### config.mk
export PLATFORM = sky130hd
export DESIGN_NAME = cau_front
export DESIGN_NICKNAME = d
export VERILOG_FILES = /design/src/sv/cau_pkg.sv /design/src/sv/cau_front.sv
export SDC_FILE = /design/constraint.sdc
export NUM_CORES = 1
export LEC_CHECK = 0
export BUFFER_PORTS_ARGS = -buffer_cell sky130_fd_sc_hd__clkbuf_2
export CELL_PAD_IN_SITES_DETAIL_PLACEMENT = 1
export CELL_PAD_IN_SITES_GLOBAL_PLACEMENT = 1
export CORE_AREA = 5 5 127 117
export CTS_CLUSTER_DIAMETER = 100
export DETAILED_ROUTE_END_ITERATION = 12
export DIE_AREA = 0 0 132 122
export HOLD_SLACK_MARGIN = 0.02
export PLACE_DENSITY = 0.8
export SYNTH_ARGS = -nofsm -noshare
export SYNTH_HDL_FRONTEND = slang
export SYNTH_SLANG_ARGS = --single-unit
### constraint.sdc
create_clock -name aclk -period 2.5 [get_ports aclk]
set_input_delay 0.625 -clock aclk [delete_from_list [all_inputs] [get_ports aclk]]
set_output_delay 0.625 -clock aclk [all_outputs]
set_load 0.03 [all_outputs]
### src/sv/cau_pkg.sv
// ----------------------------------------------------------------------------
// cau_pkg: shared types and constants of the complex arithmetic unit
// Opcode and order codes, operation classes and the queue control bundle.
// ----------------------------------------------------------------------------
`default_nettype none

package cau_pkg;

    // default datapath format, signed Q8.8
    localparam int DATA_WIDTH_DEF = 16;
    localparam int FRAC_BITS_DEF  = 8;

    // depth of the queue between front and back
    localparam int QDEPTH = 2;

    // opcodes
    localparam logic [2:0] OP_ADD = 3'd0;
    localparam logic [2:0] OP_SUB = 3'd1;
    localparam logic [2:0] OP_MUL = 3'd2;
    localparam logic [2:0] OP_DIV = 3'd3;
    localparam logic [2:0] OP_CMP = 3'd4;

    // modulus compare codes
    localparam logic [1:0] ORD_LESS    = 2'd0;
    localparam logic [1:0] ORD_EQUAL   = 2'd1;
    localparam logic [1:0] ORD_GREATER = 2'd2;

    // operation class decided by the front
    typedef enum logic [2:0] {
        CLS_ADD,
        CLS_SUB,
        CLS_MUL,
        CLS_DIV,
        CLS_CMP,
        CLS_NOP
    } cls_t;

    // queue head status toward the back
    typedef struct packed {
        logic valid;
        cls_t cls;
    } qctl_t;

endpackage

`default_nettype wire

### src/sv/cau_front.sv
// ----------------------------------------------------------------------------
// cau_front: input side of the complex arithmetic unit
// Accepts beats, decodes the opcode into an operation class and holds
// them in a small queue until the back pipeline takes them.
// ----------------------------------------------------------------------------
`default_nettype none

module cau_front
    import cau_pkg::*;
#(
    parameter int DATA_WIDTH = DATA_WIDTH_DEF
) (
    input  wire logic                         aclk,
    input  wire logic                         aresetn,
    input  wire logic                         s_valid,
    output logic                              s_ready,
    input  wire logic [2:0]                   s_opcode,
    input  wire logic signed [DATA_WIDTH-1:0] s_a_re,
    input  wire logic signed [DATA_WIDTH-1:0] s_a_im,
    input  wire logic signed [DATA_WIDTH-1:0] s_b_re,
    input  wire logic signed [DATA_WIDTH-1:0] s_b_im,
    output qctl_t                             q_ctl,
    input  wire logic                         q_ready,
    output logic signed [DATA_WIDTH-1:0]      q_a_re,
    output logic signed [DATA_WIDTH-1:0]      q_a_im,
    output logic signed [DATA_WIDTH-1:0]      q_b_re,
    output logic signed [DATA_WIDTH-1:0]      q_b_im
);

    localparam int PTR_W = (QDEPTH > 1) ? $clog2(QDEPTH) : 1;
    localparam int CNT_W = $clog2(QDEPTH + 1);

    // queue storage
    cls_t                        cls_mem [QDEPTH];
    logic signed [DATA_WIDTH-1:0] are_mem [QDEPTH];
    logic signed [DATA_WIDTH-1:0] aim_mem [QDEPTH];
    logic signed [DATA_WIDTH-1:0] bre_mem [QDEPTH];
    logic signed [DATA_WIDTH-1:0] bim_mem [QDEPTH];

    logic [PTR_W-1:0] wr_ptr_reg, wr_ptr_next;
    logic [PTR_W-1:0] rd_ptr_reg, rd_ptr_next;
    logic [CNT_W-1:0] cnt_reg, cnt_next;
    logic             push, pop;
    cls_t             cls_dec;

    // opcode decode
    always_comb begin
        unique case (s_opcode)
            OP_ADD:  cls_dec = CLS_ADD;
            OP_SUB:  cls_dec = CLS_SUB;
            OP_MUL:  cls_dec = CLS_MUL;
            OP_DIV:  cls_dec = CLS_DIV;
            OP_CMP:  cls_dec = CLS_CMP;
            default: cls_dec = CLS_NOP;
        endcase
    end

    assign s_ready = (cnt_reg != CNT_W'(QDEPTH));
    assign push    = s_valid && s_ready;
    assign pop     = q_ctl.valid && q_ready;

    // pointer and fill count
    always_comb begin
        wr_ptr_next = wr_ptr_reg;
        rd_ptr_next = rd_ptr_reg;
        cnt_next    = cnt_reg;
        if (push) begin
            wr_ptr_next = (wr_ptr_reg == PTR_W'(QDEPTH - 1)) ? '0 : wr_ptr_reg + 1'b1;
        end
        if (pop) begin
            rd_ptr_next = (rd_ptr_reg == PTR_W'(QDEPTH - 1)) ? '0 : rd_ptr_reg + 1'b1;
        end
        if (push && !pop) begin
            cnt_next = cnt_reg + 1'b1;
        end else if (pop && !push) begin
            cnt_next = cnt_reg - 1'b1;
        end
    end

    always_ff @(posedge aclk) begin
        if (!aresetn) begin
            wr_ptr_reg <= '0;
            rd_ptr_reg <= '0;
            cnt_reg    <= '0;
        end else begin
            wr_ptr_reg <= wr_ptr_next;
            rd_ptr_reg <= rd_ptr_next;
            cnt_reg    <= cnt_next;
        end
    end

    // entry write
    always_ff @(posedge aclk) begin
        if (push) begin
            cls_mem[wr_ptr_reg] <= cls_dec;
            are_mem[wr_ptr_reg] <= s_a_re;
            aim_mem[wr_ptr_reg] <= s_a_im;
            bre_mem[wr_ptr_reg] <= s_b_re;
            bim_mem[wr_ptr_reg] <= s_b_im;
        end
    end

    // queue head
    assign q_ctl.valid = (cnt_reg != '0);
    assign q_ctl.cls   = cls_mem[rd_ptr_reg];
    assign q_a_re      = are_mem[rd_ptr_reg];
    assign q_a_im      = aim_mem[rd_ptr_reg];
    assign q_b_re      = bre_mem[rd_ptr_reg];
    assign q_b_im      = bim_mem[rd_ptr_reg];

endmodule

`default_nettype wire

Yosys cells after proc, flatten, opt, wreduce, memory -nomap -nowiden --
Memory sizes are Yosys's and may differ from the RTL's. A register that Yosys moved wholly into a read port is not among the register bits. Cells that the tools add are included.
Cells by class: $add $sub $neg 4, $mul 0, div/mod/pow operators 0, order comparisons 0, equal/unequal tests 5, shift-type cells 0, muxes and demuxes 17, bitwise logic cells 0, reduce and logical (&&, ||, !) cells 9
Operator list (number):
- $pmux 3 s5 | 1
- $mux 1 | 14
- $eq 3x2->1 const B | 2
- $logic_and 1x1->1 | 4
- $mux 2 | 2
- $reduce_bool 2->1 | 2
- $eq 3x1->1 const B | 1
- $eq 3x3->1 const B | 1
- $logic_not 3->1 | 1
- $add 1x1->1 const B | 2
- $add 2x1->2 const B | 1
- $logic_not 1->1 | 2
- $ne 2x2->1 const B | 1
- $sub 2x1->2 const B | 1
Storage, ports and cells: register bits 4, latch bits 0, bits in writable memories 134, ROM bits 0, input port bits 71, output and inout bits 69, logic and storage cells 43, memories kept 5
Memories:
- aim_mem | depth 2, bits a word 16, read ports 1, clocked after Yosys merged registers in 1, write ports 1, line cau_front.sv:36 | logic signed [DATA_WIDTH-1:0] aim_mem [QDEPTH];
- are_mem | depth 2, bits a word 16, read ports 1, clocked after Yosys merged registers in 1, write ports 1, line cau_front.sv:35 | logic signed [DATA_WIDTH-1:0] are_mem [QDEPTH];
- bim_mem | depth 2, bits a word 16, read ports 1, clocked after Yosys merged registers in 1, write ports 1, line cau_front.sv:38 | logic signed [DATA_WIDTH-1:0] bim_mem [QDEPTH];
- bre_mem | depth 2, bits a word 16, read ports 1, clocked after Yosys merged registers in 1, write ports 1, line cau_front.sv:37 | logic signed [DATA_WIDTH-1:0] bre_mem [QDEPTH];
- cls_mem | depth 2, bits a word 3, read ports 1, clocked after Yosys merged registers in 1, write ports 1, line cau_front.sv:34 | cls_t cls_mem [QDEPTH];

Depth between registers and ports, before layout --
Gate-level depths: netlist (run 1).
depth in word-level cells 6, depth in mapped cells 6, mapped depth without buffers 6

Worst setup path before layout (run 1) --
OpenSTA, ideal clock, no wires.
path type reg-to-reg, start reg cnt_reg[0], end mem aim_mem[1][0] in the netlist's numbering, enable pin, library setup time 433 ps, data arrival time 2253 ps, data required time 2067 ps, setup slack -186 ps, cell stages (with the launch flop) 3, path buffers 0, period minus slack after synthesis 2686 ps, path through dfxtp_1 -> nand2b_4 -> and3_1
Between the ends: longest elaborated chain between the ends 4
Ends and longest elaborated chain:
- start: declaration | line cau_front.sv:42 | logic [CNT_W-1:0] cnt_reg, cnt_next;
- start signal: assignment | line cau_front.sv:88 | cnt_reg <= cnt_next;
- $ne 2x2->1 | line cau_front.sv:58 | assign s_ready = (cnt_reg != CNT_W'(QDEPTH));
- named net s_ready | line cau_front.sv:16 | output logic s_ready,
- $logic_and 1x1->1 | line cau_front.sv:59 | assign push = s_valid && s_ready;
- $mux 1 | line cau_front.sv:94 | if (push) begin
- $mux 1 (implied by the code) | line cau_front.sv:97 | aim_mem[wr_ptr_reg] <= s_a_im;
- end: declaration | line cau_front.sv:36
The timed path passes the listed nets, and every way through them passes these cells.

==> metrics.md, run 1 <==
| Metric | Value |
|---|---|
| Area grow syn2layout | `28.8%` |
| Non-Filler Cell Area, Final | `6560 µm²` |
| Placement Rows | `41` |
| Antenna violations before repair | `0` |
| Simple-Gate Fraction of Synth Area | `0.0140` |
| Clock tree from TritonCTS | `done` |
| Area post-placement | `6050 µm²` |
| First-pass iteration count of the detailed router | `4` |
| Clk buf depth | `2` |
| Final hold vios | `0` |
| Main combinational cell family by area after synthesis | `multiplexers` |
| Worst max-slew margin expressed relative to the limit | `0.730` |
| Die outline area | `16100 µm²` |
| Count of mapped cells out of synthesis | `235` |
| Number of fillers in the final layout | `1317` |
| Async set-or-reset flop fraction in the synthesized netlist | `0` |
| Via density per instance | `4.64` |
| Wire per inst | `18.0 µm` |
| Worst Path Class, Setup | `reg2out` |
| Post-synthesis share of cell area spent on full adders, half adders and majority gates | `0.00246` |
| Setup repair after global routing missed its margin | `false` |
| Xor and xnor fraction of the mapped netlist area | `0.00516` |
| Setup violations, final | `0` |
| Number of H-tree levels | `4` |
| Placed wire-length estimate | `7.05 mm` |
| Most frequent standard cell in the layout excluding fill and tap cells | `sky130_fd_sc_hd__clkbuf_2` |
| Maximum capacitance violations | `0` |
| IR drop worst, VDD | `516 µV` |
| Fin Setup TNS | `0 ps` |
| Total power density per cell area | `1110 nW/µm²` |
| Clock transition at the registers of the reported paths | `60 ps` |
| Via count of the first global-routing pass | `2980` |
| Clock skew | `12.0 ps` |
| Global route overflow | `0` |
| Die outline width | `132 µm` |
| Post-synthesis sequential area ratio | `0.809` |
| Main synth FF type | `sky130_fd_sc_hd__edfxtp_1` |
| Startpoint type of the worst setup path | `register` |
| Pins Over Slew Limit | `0` |
| Clk Tree Root Cell | `sky130_fd_sc_hd__clkbuf_16` |
| Synthesized area per cell | `21.7 µm²` |
| Synth Area in Compound Gates | `0.00835` |
| Period Utilization, post-route | `0.932` |
| Total routed wirelength | `10.3 mm` |
| Die height | `122 µm` |
| Fin nets | `463` |
| Total number of clock tree sinks | `139` |
| Count of pins on the block boundary | `140` |
| Number of antenna cells inserted | `0` |
| Overall fraction of global-route tracks in use | `0.129` |
| Type of destination of the critical path | `output pin` |
| Fraction of layout instances using a drive strength above 1 | `0.599` |
| Via count | `2670` |
| Run status | `finished, final reports clean` |
| Number of library cell types mapped by synthesis | `24` |
| Insertion delay of the later-clocked pin in the worst-skew pair | `420 ps` |
| WP data arrival | `1700 ps` |
| Post-synthesis instance area | `5090 µm²` |
| Post-route DRC | `0` |
| Synthesized net count | `307` |
| Antenna violation net count after detailed routing | `0` |
| Static leakage | `2.47 nW` |
| Tightest Hold Check Type | `in2reg` |
| Number of port buffers | `139` |
| Total number of yosys warnings | `0` |
| Count of hold-fix buffers inserted at cts | `0` |
| Maximum number of pins on one net before global-route repair | `68` |
| Starting density of the core | `0.375` |
| First-pass GRT wire length | `15.4 mm` |
| PnR Total Power | `7.28 mW` |
| Total of flip-flops plus latches after synthesis | `139` |
| Global placer's final weighted congestion | `0.690` |
| Cts bufs inserted | `17` |
| Worst Tran Pin Value | `404 ps` |
| Number of design-rule violations left by the first detailed-router iteration | `105` |
| Core area | `13600 µm²` |
| Share of cell area taken by muxes after synthesis | `0.148` |
| Post-synth EDFFs | `134` |
| Min Clock Period, post-route | `2330 ps` |
| CP max FO | `23` |
| Most frequent cells in the layout | `139 x sky130_fd_sc_hd__clkbuf_2, 134 x sky130_fd_sc_hd__edfxtp_1, 67 x sky130_fd_sc_hd__mux2_2` |
| Data required time of the worst path | `1880 ps` |
| Timing-limited maximum frequency | `0.429 GHz` |
-- stage by stage --
stage / utilization / hold slack [ps] / std cells / worst slack (ps)
after floorplan: - / 512 / 235 / 57.9
after global placement: 0.445 / 532 / 543 / 478
after detailed placement: 0.445 / 563 / 543 / 460
after CTS: 0.482 / 378 / 575 / 5.51
after global routing: 0.483 / 374 / 576 / 93.9
final: 0.483 / 396 / 576 / 171
-- metal layers --
metal,track usage,routed length (µm),vias up,part of all wire
met3,0.0652,842,13,0.081
met1,0.138,4070,1309,0.39
met5,0,0,-,0
met4,0.0521,136,0,0.013
li1,-,-,1245,-
met2,0.217,5290,103,0.51
-- where the power goes --
| part | internal (mW) | switching, mW |
|---|---|---|
| sequential | 2.92 | 0.121 |
| clock | 1.24 | 0.866 |
| combinational | 0.779 | 1.36 |
-- synthesized netlist by cell type (2+ instances only) --
cell type,count,area share
sky130_fd_sc_hd__buf_6,3,0.0066
sky130_fd_sc_hd__mux2_2,67,0.15
sky130_fd_sc_hd__dfxtp_1,5,0.020
sky130_fd_sc_hd__and2_1,4,0.0049
sky130_fd_sc_hd__edfxtp_1,134,0.79
sky130_fd_sc_hd__buf_2,3,0.0029
sky130_fd_sc_hd__xnor2_1,2,0.0034
-- cell families after synthesis --
logic type | after synthesis
DFF | 139
muxes | 67
and+or+nand+nor | 10
buffers and inverters | 9
AOI/OAI and AO/OA | 6
xor gates and xnor gates | 3
adders and majority gates | 1
-- worst max-delay path, cell delays in order, from the launching register on --
cell                       delay [ps]
sky130_fd_sc_hd__dfxtp_4          500
sky130_fd_sc_hd__buf_12           220
sky130_fd_sc_hd__mux2_2           360
sky130_fd_sc_hd__clkbuf_2         190
-- path summary, 6_finish.rpt --
check | start | end | slack (ps) | cells after the start
worst max-delay path | register | q_a_re[0] | 170 | 3
worst min-delay path | s_a_re[10] | are_mem[0][10]$_DFFE_PP_ | 400 | 1
worst max register to register | cnt_reg[0]$_SDFFE_PN0P_ | aim_mem[1][5]$_DFFE_PP_ | 880 | 3
worst min register to register | cnt_reg[1]$_SDFFE_PN0P_ | cnt_reg[1]$_SDFFE_PN0P_ | 570 | 2
-- repair_timing --
item                                    in CTS  in global routing
gates resized for setup                      0                  0
endpoints found under the setup margin       0                 33
setup buffers                                0                  1
-- cell type report --
| cell class | count | area [µm²] | area share |
|---|---|---|---|
| Timing Repair Buffer | 145 | 807 | 0.123 |
| Multi-Input combinational cell | 87 | 912 | 0.139 |
| Clock inverter | 11 | 55.1 | 0.00839 |
| Inverter | 1 | 3.75 | 0.000572 |
| Tap cell | 172 | 215 | 0.0328 |
| Clock buffer | 21 | 440 | 0.0671 |
| Sequential cell | 139 | 4130 | 0.629 |
No activity file was read; power rests on OpenSTA's default activity.
==> run 2: changes to the inputs <==
--- a/config.mk
+++ b/config.mk
@@ -5,15 +5,16 @@
 export SDC_FILE = /design/constraint.sdc
 export NUM_CORES = 1
 export LEC_CHECK = 0
+export ABC_AREA = 1
 export BUFFER_PORTS_ARGS = -buffer_cell sky130_fd_sc_hd__clkbuf_2
 export CELL_PAD_IN_SITES_DETAIL_PLACEMENT = 1
 export CELL_PAD_IN_SITES_GLOBAL_PLACEMENT = 1
-export CORE_AREA = 5 5 127 117
+export CORE_AREA = 5 5 128 118
 export CTS_CLUSTER_DIAMETER = 100
 export DETAILED_ROUTE_END_ITERATION = 12
-export DIE_AREA = 0 0 132 122
+export DIE_AREA = 0 0 133 123
 export HOLD_SLACK_MARGIN = 0.02
-export PLACE_DENSITY = 0.8
+export PLACE_DENSITY = 0.81
 export SYNTH_ARGS = -nofsm -noshare
 export SYNTH_HDL_FRONTEND = slang
 export SYNTH_SLANG_ARGS = --single-unit
==> metrics.md, run 2 <==
| Metric | Value |
|---|---|
| Reg-to-reg setup timing slack | `830 ps (-50 ps)` |
| Synthesized area per cell | `20.9 µm² (-3.6%)` |
| Static leakage | `2.62 nW (+6.0%)` |
| Post-synthesis sequential area ratio | `0.792 (-0.0173)` |
| Fin Setup TNS | `0 ps (unchanged)` |
| Clock tree from TritonCTS | `done` |
| Synthesized net count | `321 (+4.6%)` |
| Setup Fix Bufs, Post-CTS | `0 (unchanged)` |
| Starting density of the core | `0.380 (+0.00532)` |
| Timing-limited maximum frequency | `0.421 GHz (-1.9%)` |
| Worst slack at placement | `544 ps (+84.1 ps)` |
| Post-route DRC | `0 (unchanged)` |
| Cells taking the most area after synthesis | `sky130_fd_sc_hd__edfxtp_1 77%, sky130_fd_sc_hd__mux2_4 8.7%, sky130_fd_sc_hd__mux2_2 8.0%` |
| Count leader, synth | `sky130_fd_sc_hd__edfxtp_1` |
| Min setup slack post-route | `127 ps (-44.0 ps)` |
| Critical path's top delay family | `flip-flops` |
| Wire per inst | `17.4 µm (-2.8%)` |
| Core area | `13700 µm² (+0.75%)` |
| Number of library cell types mapped by synthesis | `18 (-25%)` |
| Startpoint type of the worst setup path | `register` |
| Clock transition at the registers of the reported paths | `60 ps (about the same)` |
| Most frequent cells in the layout | `139 x sky130_fd_sc_hd__clkbuf_2, 134 x sky130_fd_sc_hd__edfxtp_1, 37 x sky130_fd_sc_hd__mux2_2` |
| Setup repair after global routing missed its margin | `false` |
| Total number of clock tree sinks | `139 (unchanged)` |
| Run status | `finished, final reports clean` |
| Area grow syn2layout | `29.0%` |
| Number of buffer and inverter stages on the critical path | `2 (unchanged)` |
| Type of destination of the critical path | `output pin` |
| Total routed wirelength | `10.3 mm (-0.29%)` |
| Cts bufs inserted | `17 (unchanged)` |
| Number of H-tree levels | `4 (unchanged)` |
| Worst Path Class, Setup | `reg2out` |
| Period Utilization, post-route | `0.949 (+0.0176)` |
| Overall fraction of global-route tracks in use | `0.133 (+0.00394)` |
| Cell type with the largest total area after synthesis | `sky130_fd_sc_hd__edfxtp_1` |
| Via count | `2756 (+3.2%)` |
| Startpoint of the worst register-to-register path | `cnt_reg[0]$_SDFFE_PN0P_` |
| Placement Rows | `41 (unchanged)` |
| WP data arrival | `1750 ps (+50 ps)` |
| Via density per instance | `4.66 (+0.60%)` |
| Min Clock Period, post-route | `2370 ps (+44.0 ps)` |
| Path length in cells of the critical path | `3 (unchanged)` |
| Final hold vios | `0 (unchanged)` |
| End point of the critical path | `q_b_im[10]` |
| IR drop worst, VDD | `507 µV (-1.7%)` |
| Number of gates resized after cts | `0 (unchanged)` |
| CP max stage delay | `500 ps (about the same)` |
| CP max FO | `32 (+39%)` |
| Clk Tree Root Cell | `sky130_fd_sc_hd__clkbuf_16` |
| Post-synth EDFFs | `134 (unchanged)` |
| Cell Chain, Critical Path | `buf_12 > mux2_2 > clkbuf_2` |
| Total of flip-flops plus latches after synthesis | `139 (unchanged)` |
| Global placer's final weighted congestion | `0.694 (+0.58%)` |
| Async set-or-reset flop fraction in the synthesized netlist | `0 (unchanged)` |
| Placed wire-length estimate | `7.21 mm (+2.3%)` |
| Antenna violation net count after detailed routing | `0 (unchanged)` |
| Die outline width | `133 µm (+0.76%)` |
| Worst Tran Pin Value | `441 ps (+36.2 ps)` |
| Setup violations, final | `0 (unchanged)` |
| Clk buf depth | `2 (unchanged)` |
| Portion of synthesized cell area occupied by the leading cell type | `0.773 (-0.0169)` |
| Maximum capacitance violations | `0 (unchanged)` |
| Number of antenna cells inserted | `0 (unchanged)` |
| Main synth FF type | `sky130_fd_sc_hd__edfxtp_1` |
| Die height | `123 µm (+0.82%)` |
| Worst max-slew margin expressed relative to the limit | `0.706 (-0.0241)` |
| Die outline area | `16400 µm² (+1.6%)` |
| Insertion delay of the later-clocked pin in the worst-skew pair | `410 ps (about the same)` |
| Total number of yosys warnings | `0 (unchanged)` |
| PnR Total Power | `7.45 mW (+2.4%)` |
| Clock skew | `6.53 ps (-5.48 ps)` |
| Number of design-rule violations left by the first detailed-router iteration | `134 (+28%)` |
| RR Endpoint | `bim_mem[1][10]$_DFFE_PP_` |
| Count of mapped cells out of synthesis | `249 (+6.0%)` |
| Fraction of layout instances using a drive strength above 1 | `0.585 (-0.0143)` |
| Maximum number of pins on one net before global-route repair | `54 (-21%)` |
| Tightest Hold Check Type | `in2reg` |
| Total power density per cell area | `1110 nW/µm² (about the same)` |
| Top cells by instance count after synthesis | `134 x sky130_fd_sc_hd__edfxtp_1, 37 x sky130_fd_sc_hd__mux2_2, 30 x sky130_fd_sc_hd__mux2_4` |
| Number of port buffers | `139 (unchanged)` |
| Most frequent standard cell in the layout excluding fill and tap cells | `sky130_fd_sc_hd__clkbuf_2` |
| Cell type of the slowest stage on the worst timing path | `sky130_fd_sc_hd__dfxtp_4` |
| Fin nets | `478 (+3.2%)` |
| First-pass iteration count of the detailed router | `6 (+2)` |
| Pins Over Slew Limit | `0 (unchanged)` |
| Global route overflow | `0 (unchanged)` |
| Count of pins on the block boundary | `140 (unchanged)` |
| Via count of the first global-routing pass | `3179 (+6.7%)` |
| Worst r2r path cells | `5 (+2)` |
| Antenna violations before repair | `0 (unchanged)` |
| Count of hold-fix buffers inserted at cts | `0 (unchanged)` |
| Data required time of the worst path | `1880 ps (about the same)` |
| Post-synthesis instance area | `5210 µm² (+2.2%)` |
| First-pass GRT wire length | `16.3 mm (+5.8%)` |
[run 2: cell count changes after synthesis, sizes merged, moves of 2 or more]
cell / previous run / this run
inv: 1 / 9
and2: 4 / 0
xnor2: 2 / 0
nor2: 0 / 9
a21boi: 2 / 0
nand2: 0 / 9
[run 2: through the flow]
step	instance area, µm²	std cells	util	hold WS [ps]
6_report	6720	591	0.490	403
5_1_grt	6720	591	0.490	371
4_1_cts	6720	591	0.490	371
3_5_place_dp	6170	559	0.450	508
3_3_place_gp	6170	559	0.450	483
2_1_floorplan	5210	249	-	467
[run 2: how the worst min path moves through the flow]
stage / start / endpoint / cells after the start
4_1_cts: s_a_im[12] / aim_mem[1][12]$_DFFE_PP_ / 1
6_report: s_b_re[13] / bre_mem[1][13]$_DFFE_PP_ / 1
3_5_place_dp: rd_ptr_reg$_SDFFE_PN0P_ / rd_ptr_reg$_SDFFE_PN0P_ / 2
3_3_place_gp: rd_ptr_reg$_SDFFE_PN0P_ / rd_ptr_reg$_SDFFE_PN0P_ / 2
2_1_floorplan: rd_ptr_reg$_SDFFE_PN0P_ / register / 2
5_1_grt: s_b_re[8] / bre_mem[1][8]$_DFFE_PP_ / 1
[run 2: layer usage]
layer  global-route usage  share of wire  up-vias
met3               0.0521          0.070       14
met4               0.0623          0.015        0
li1                     -              -     1273
met2                0.226           0.51      107
met1                0.147           0.40     1362
met5                    0              0        -
[run 2: final cells by class]
class | instances | area, µm²
clock buffers | 18 | 429
repair buffers | 146 | 786
multi-input cells | 93 | 1000
inverters | 9 | 33.8
clock inverters | 14 | 123
well taps | 172 | 215
flip-flops and latches | 139 | 4130
fillers | 1332 | 6980
[run 2: kinds of logic (layout without fill, tap and decap cells)]
kind of cell               Yosys count  count (layout)  share of synthesized area
AOI/OAI and AO/OA                    5               5                    0.00577
adders and majority gates            1               1                    0.00240
buffers and inverters               17             187                     0.0180
DFF                                139             139                      0.792
muxes                               67              67                      0.167
and+or+nand+nor                     20              20                     0.0151
[run 2: where the power goes]
part | total, mW | switching, mW | internal (mW)
sequential | 3.06 | 0.117 | 2.95
clock | 2.32 | 0.958 | 1.37
combinational | 2.06 | 1.31 | 0.751
==> run 3: changes to the inputs <==
--- a/config.mk
+++ b/config.mk
@@ -9,12 +9,12 @@
 export BUFFER_PORTS_ARGS = -buffer_cell sky130_fd_sc_hd__clkbuf_2
 export CELL_PAD_IN_SITES_DETAIL_PLACEMENT = 1
 export CELL_PAD_IN_SITES_GLOBAL_PLACEMENT = 1
-export CORE_AREA = 5 5 128 118
+export CORE_AREA = 5 5 135 124
 export CTS_CLUSTER_DIAMETER = 100
 export DETAILED_ROUTE_END_ITERATION = 12
-export DIE_AREA = 0 0 133 123
+export DIE_AREA = 0 0 140 129
 export HOLD_SLACK_MARGIN = 0.02
-export PLACE_DENSITY = 0.81
+export PLACE_DENSITY = 0.74
 export SYNTH_ARGS = -nofsm -noshare
 export SYNTH_HDL_FRONTEND = slang
 export SYNTH_SLANG_ARGS = --single-unit
==> metrics.md, run 3 (synthesis gave the netlist of run 2 again) <==
| Metric | Value |
|---|---|
| Run status | `finished, final reports clean` |
| Clock skew | `7.71 ps (+1.18 ps)` |
| Antenna violations before repair | `0 (unchanged)` |
| Overall fraction of global-route tracks in use | `0.118 (-0.0149)` |
| Clk Tree Root Cell | `sky130_fd_sc_hd__clkbuf_16` |
| Tightest Hold Check Type | `in2reg` |
| Timing-limited maximum frequency | `0.421 GHz (-0.15%)` |
| Die outline area | `18100 µm² (+10%)` |
| Type of destination of the critical path | `output pin` |
| Worst Path Class, Setup | `reg2out` |
| Number of design-rule violations left by the first detailed-router iteration | `95 (-29%)` |
| Via density per instance | `4.41 (-5.5%)` |
| Clk buf depth | `2 (unchanged)` |
| Worst Tran Pin Value | `538 ps (+97.6 ps)` |
| Antenna violation net count after detailed routing | `0 (unchanged)` |
| Maximum number of pins on one net before global-route repair | `38 (-30%)` |
| Placed wire-length estimate | `7.21 mm (about the same)` |
| Number of H-tree levels | `4 (unchanged)` |
| Sequential group share of total power | `0.406 (-0.005)` |
| Setup repair after global routing missed its margin | `false` |
| Core area | `15200 µm² (+11%)` |
| Setup Fix Bufs, Post-CTS | `0 (unchanged)` |
| Total routed wirelength | `10.3 mm (-0.47%)` |
| CP max FO | `31 (-3.1%)` |
| Final cell count without fillers | `619 (+4.7%)` |
| Area grow syn2layout | `29.9%` |
| Insertion delay of the later-clocked pin in the worst-skew pair | `410 ps (about the same)` |
| Cts bufs inserted | `17 (unchanged)` |
| First-pass GRT wire length | `15.8 mm (-3.0%)` |
| Startpoint type of the worst setup path | `register` |
| Clock share of power | `0.324 (+0.012)` |
| Period Utilization, post-route | `0.951 (+0.00145)` |
| IR drop worst, VDD | `536 µV (+5.7%)` |
| Clock transition at the registers of the reported paths | `60 ps (about the same)` |
| Die outline width | `140 µm (+5.3%)` |
| Fin nets | `477 (-0.21%)` |
| Reported net switching power | `2.31 mW (-3.2%)` |
| Setup violations, final | `0 (unchanged)` |
| Pins Over Slew Limit | `0 (unchanged)` |
| Starting density of the core | `0.343 (-0.0370)` |
| Min Clock Period, post-route | `2380 ps (+3.62 ps)` |
| Global placer's final weighted congestion | `0.686 (-1.2%)` |
| Post-route DRC | `0 (unchanged)` |
| Count of pins on the block boundary | `140 (unchanged)` |
| Internal Pwr Total | `5.24 mW (+3.4%)` |
| Number of antenna cells inserted | `0 (unchanged)` |
| Die height | `129 µm (+4.9%)` |
| Number of port buffers | `139 (unchanged)` |
| Min setup slack post-route | `123 ps (-3.62 ps)` |
| Fin Setup TNS | `0 ps (unchanged)` |
| Placement Rows | `43 (+4.9%)` |
| Clock tree from TritonCTS | `done` |
| Via count of the first global-routing pass | `3053 (-4.0%)` |
| Number of gates resized after cts | `0 (unchanged)` |
| Final hold vios | `0 (unchanged)` |
| WP data arrival | `1750 ps (about the same)` |
| Via count | `2728 (-1.0%)` |
| Total power density per cell area | `1120 nW/µm² (+0.54%)` |
| Most frequent cells in the layout | `139 x sky130_fd_sc_hd__clkbuf_2, 134 x sky130_fd_sc_hd__edfxtp_1, 37 x sky130_fd_sc_hd__mux2_2` |
| Global route overflow | `0 (unchanged)` |
| Fraction of layout instances using a drive strength above 1 | `0.580 (-0.00439)` |
| Worst slack at placement | `530 ps (-13.8 ps)` |
| Most frequent standard cell in the layout excluding fill and tap cells | `sky130_fd_sc_hd__clkbuf_2` |
| Data required time of the worst path | `1880 ps (about the same)` |
| Wire per inst | `16.6 µm (-5.0%)` |
| Maximum capacitance violations | `0 (unchanged)` |
| Worst max-slew margin expressed relative to the limit | `0.641 (-0.0651)` |
| Final hold slack | `403 ps (-0.439 ps)` |
| Count of hold-fix buffers inserted at cts | `0 (unchanged)` |
| # placed instances | `588 (+5.2%)` |
| Static leakage | `2.64 nW (+0.71%)` |
| Switching share of total power | `0.306 (-0.0142)` |
| Total number of clock tree sinks | `139 (unchanged)` |
| Logic pwr share | `0.270 (-0.007)` |
| First-pass iteration count of the detailed router | `4 (-2)` |
-- run 3: cell types whose count changed in the layout (fill, tap and decap cells not counted), sizes merged --
cell      before  now
clkinv         4    8
clkinvlp       6    2
buf            7    6
bufinv         1    3
inv           12    9
-- run 3: path summary, 6_finish.rpt --
kind                            from                       to  slack [ps]  cells past startpoint
max reg2reg  cnt_reg[0]$_SDFFE_PN0P_  bre_mem[1][9]$_DFFE_PP_         780                      5
min reg2reg  rd_ptr_reg$_SDFFE_PN0P_  rd_ptr_reg$_SDFFE_PN0P_         500                      2
min                        s_b_im[3]  bim_mem[0][3]$_DFFE_PP_         400                      1
max                         register                q_a_re[0]         120                      3
-- run 3: metrics by stage --
step | power (mW) | utilization | cell area, µm²
final | 7.55 | 0.446 | 6770
after global placement | 5.15 | 0.408 | 6180
after detailed placement | 5.21 | 0.408 | 6180
after floorplan | 4.61 | - | 5210
after global routing | 7.93 | 0.446 | 6770
after CTS | 7.69 | 0.446 | 6770
-- run 3: routing by layer --
layer | track usage | share of wire | vias to the layer above | wire length (µm)
met5 | 0 | 0 | - | 0
met4 | 0.0325 | 0.0057 | 0 | 59
met3 | 0.0561 | 0.066 | 7 | 681
met2 | 0.201 | 0.52 | 95 | 5320
li1 | - | - | 1277 | -
met1 | 0.134 | 0.41 | 1349 | 4200
-- run 3: critical path: stages (launching register included) --
cell and delay, ps:
sky130_fd_sc_hd__dfxtp_4 500, sky130_fd_sc_hd__buf_12 240, sky130_fd_sc_hd__mux2_2 370, sky130_fd_sc_hd__clkbuf_2 180
-- run 3: area by class of cell --
class	count	area, µm²
Clock buffer	18	429
Clock inverter	13	153
Fill cell	1523	8410
Inverter	9	33.8
Multi-Input combinational cell	93	1000
Sequential cell	139	4130
Tap cell	202	253
Timing Repair Buffer	145	766
-- run 3: power by group through the flow --
stage	registers (mW)	logic (mW)	clock network, mW
floorplan	3.07	1.54	0
global placement	3.10	2.05	0
detailed placement	3.12	2.09	0
CTS	3.07	2.09	2.52
global route	3.10	2.18	2.65
finish	3.07	2.04	2.44
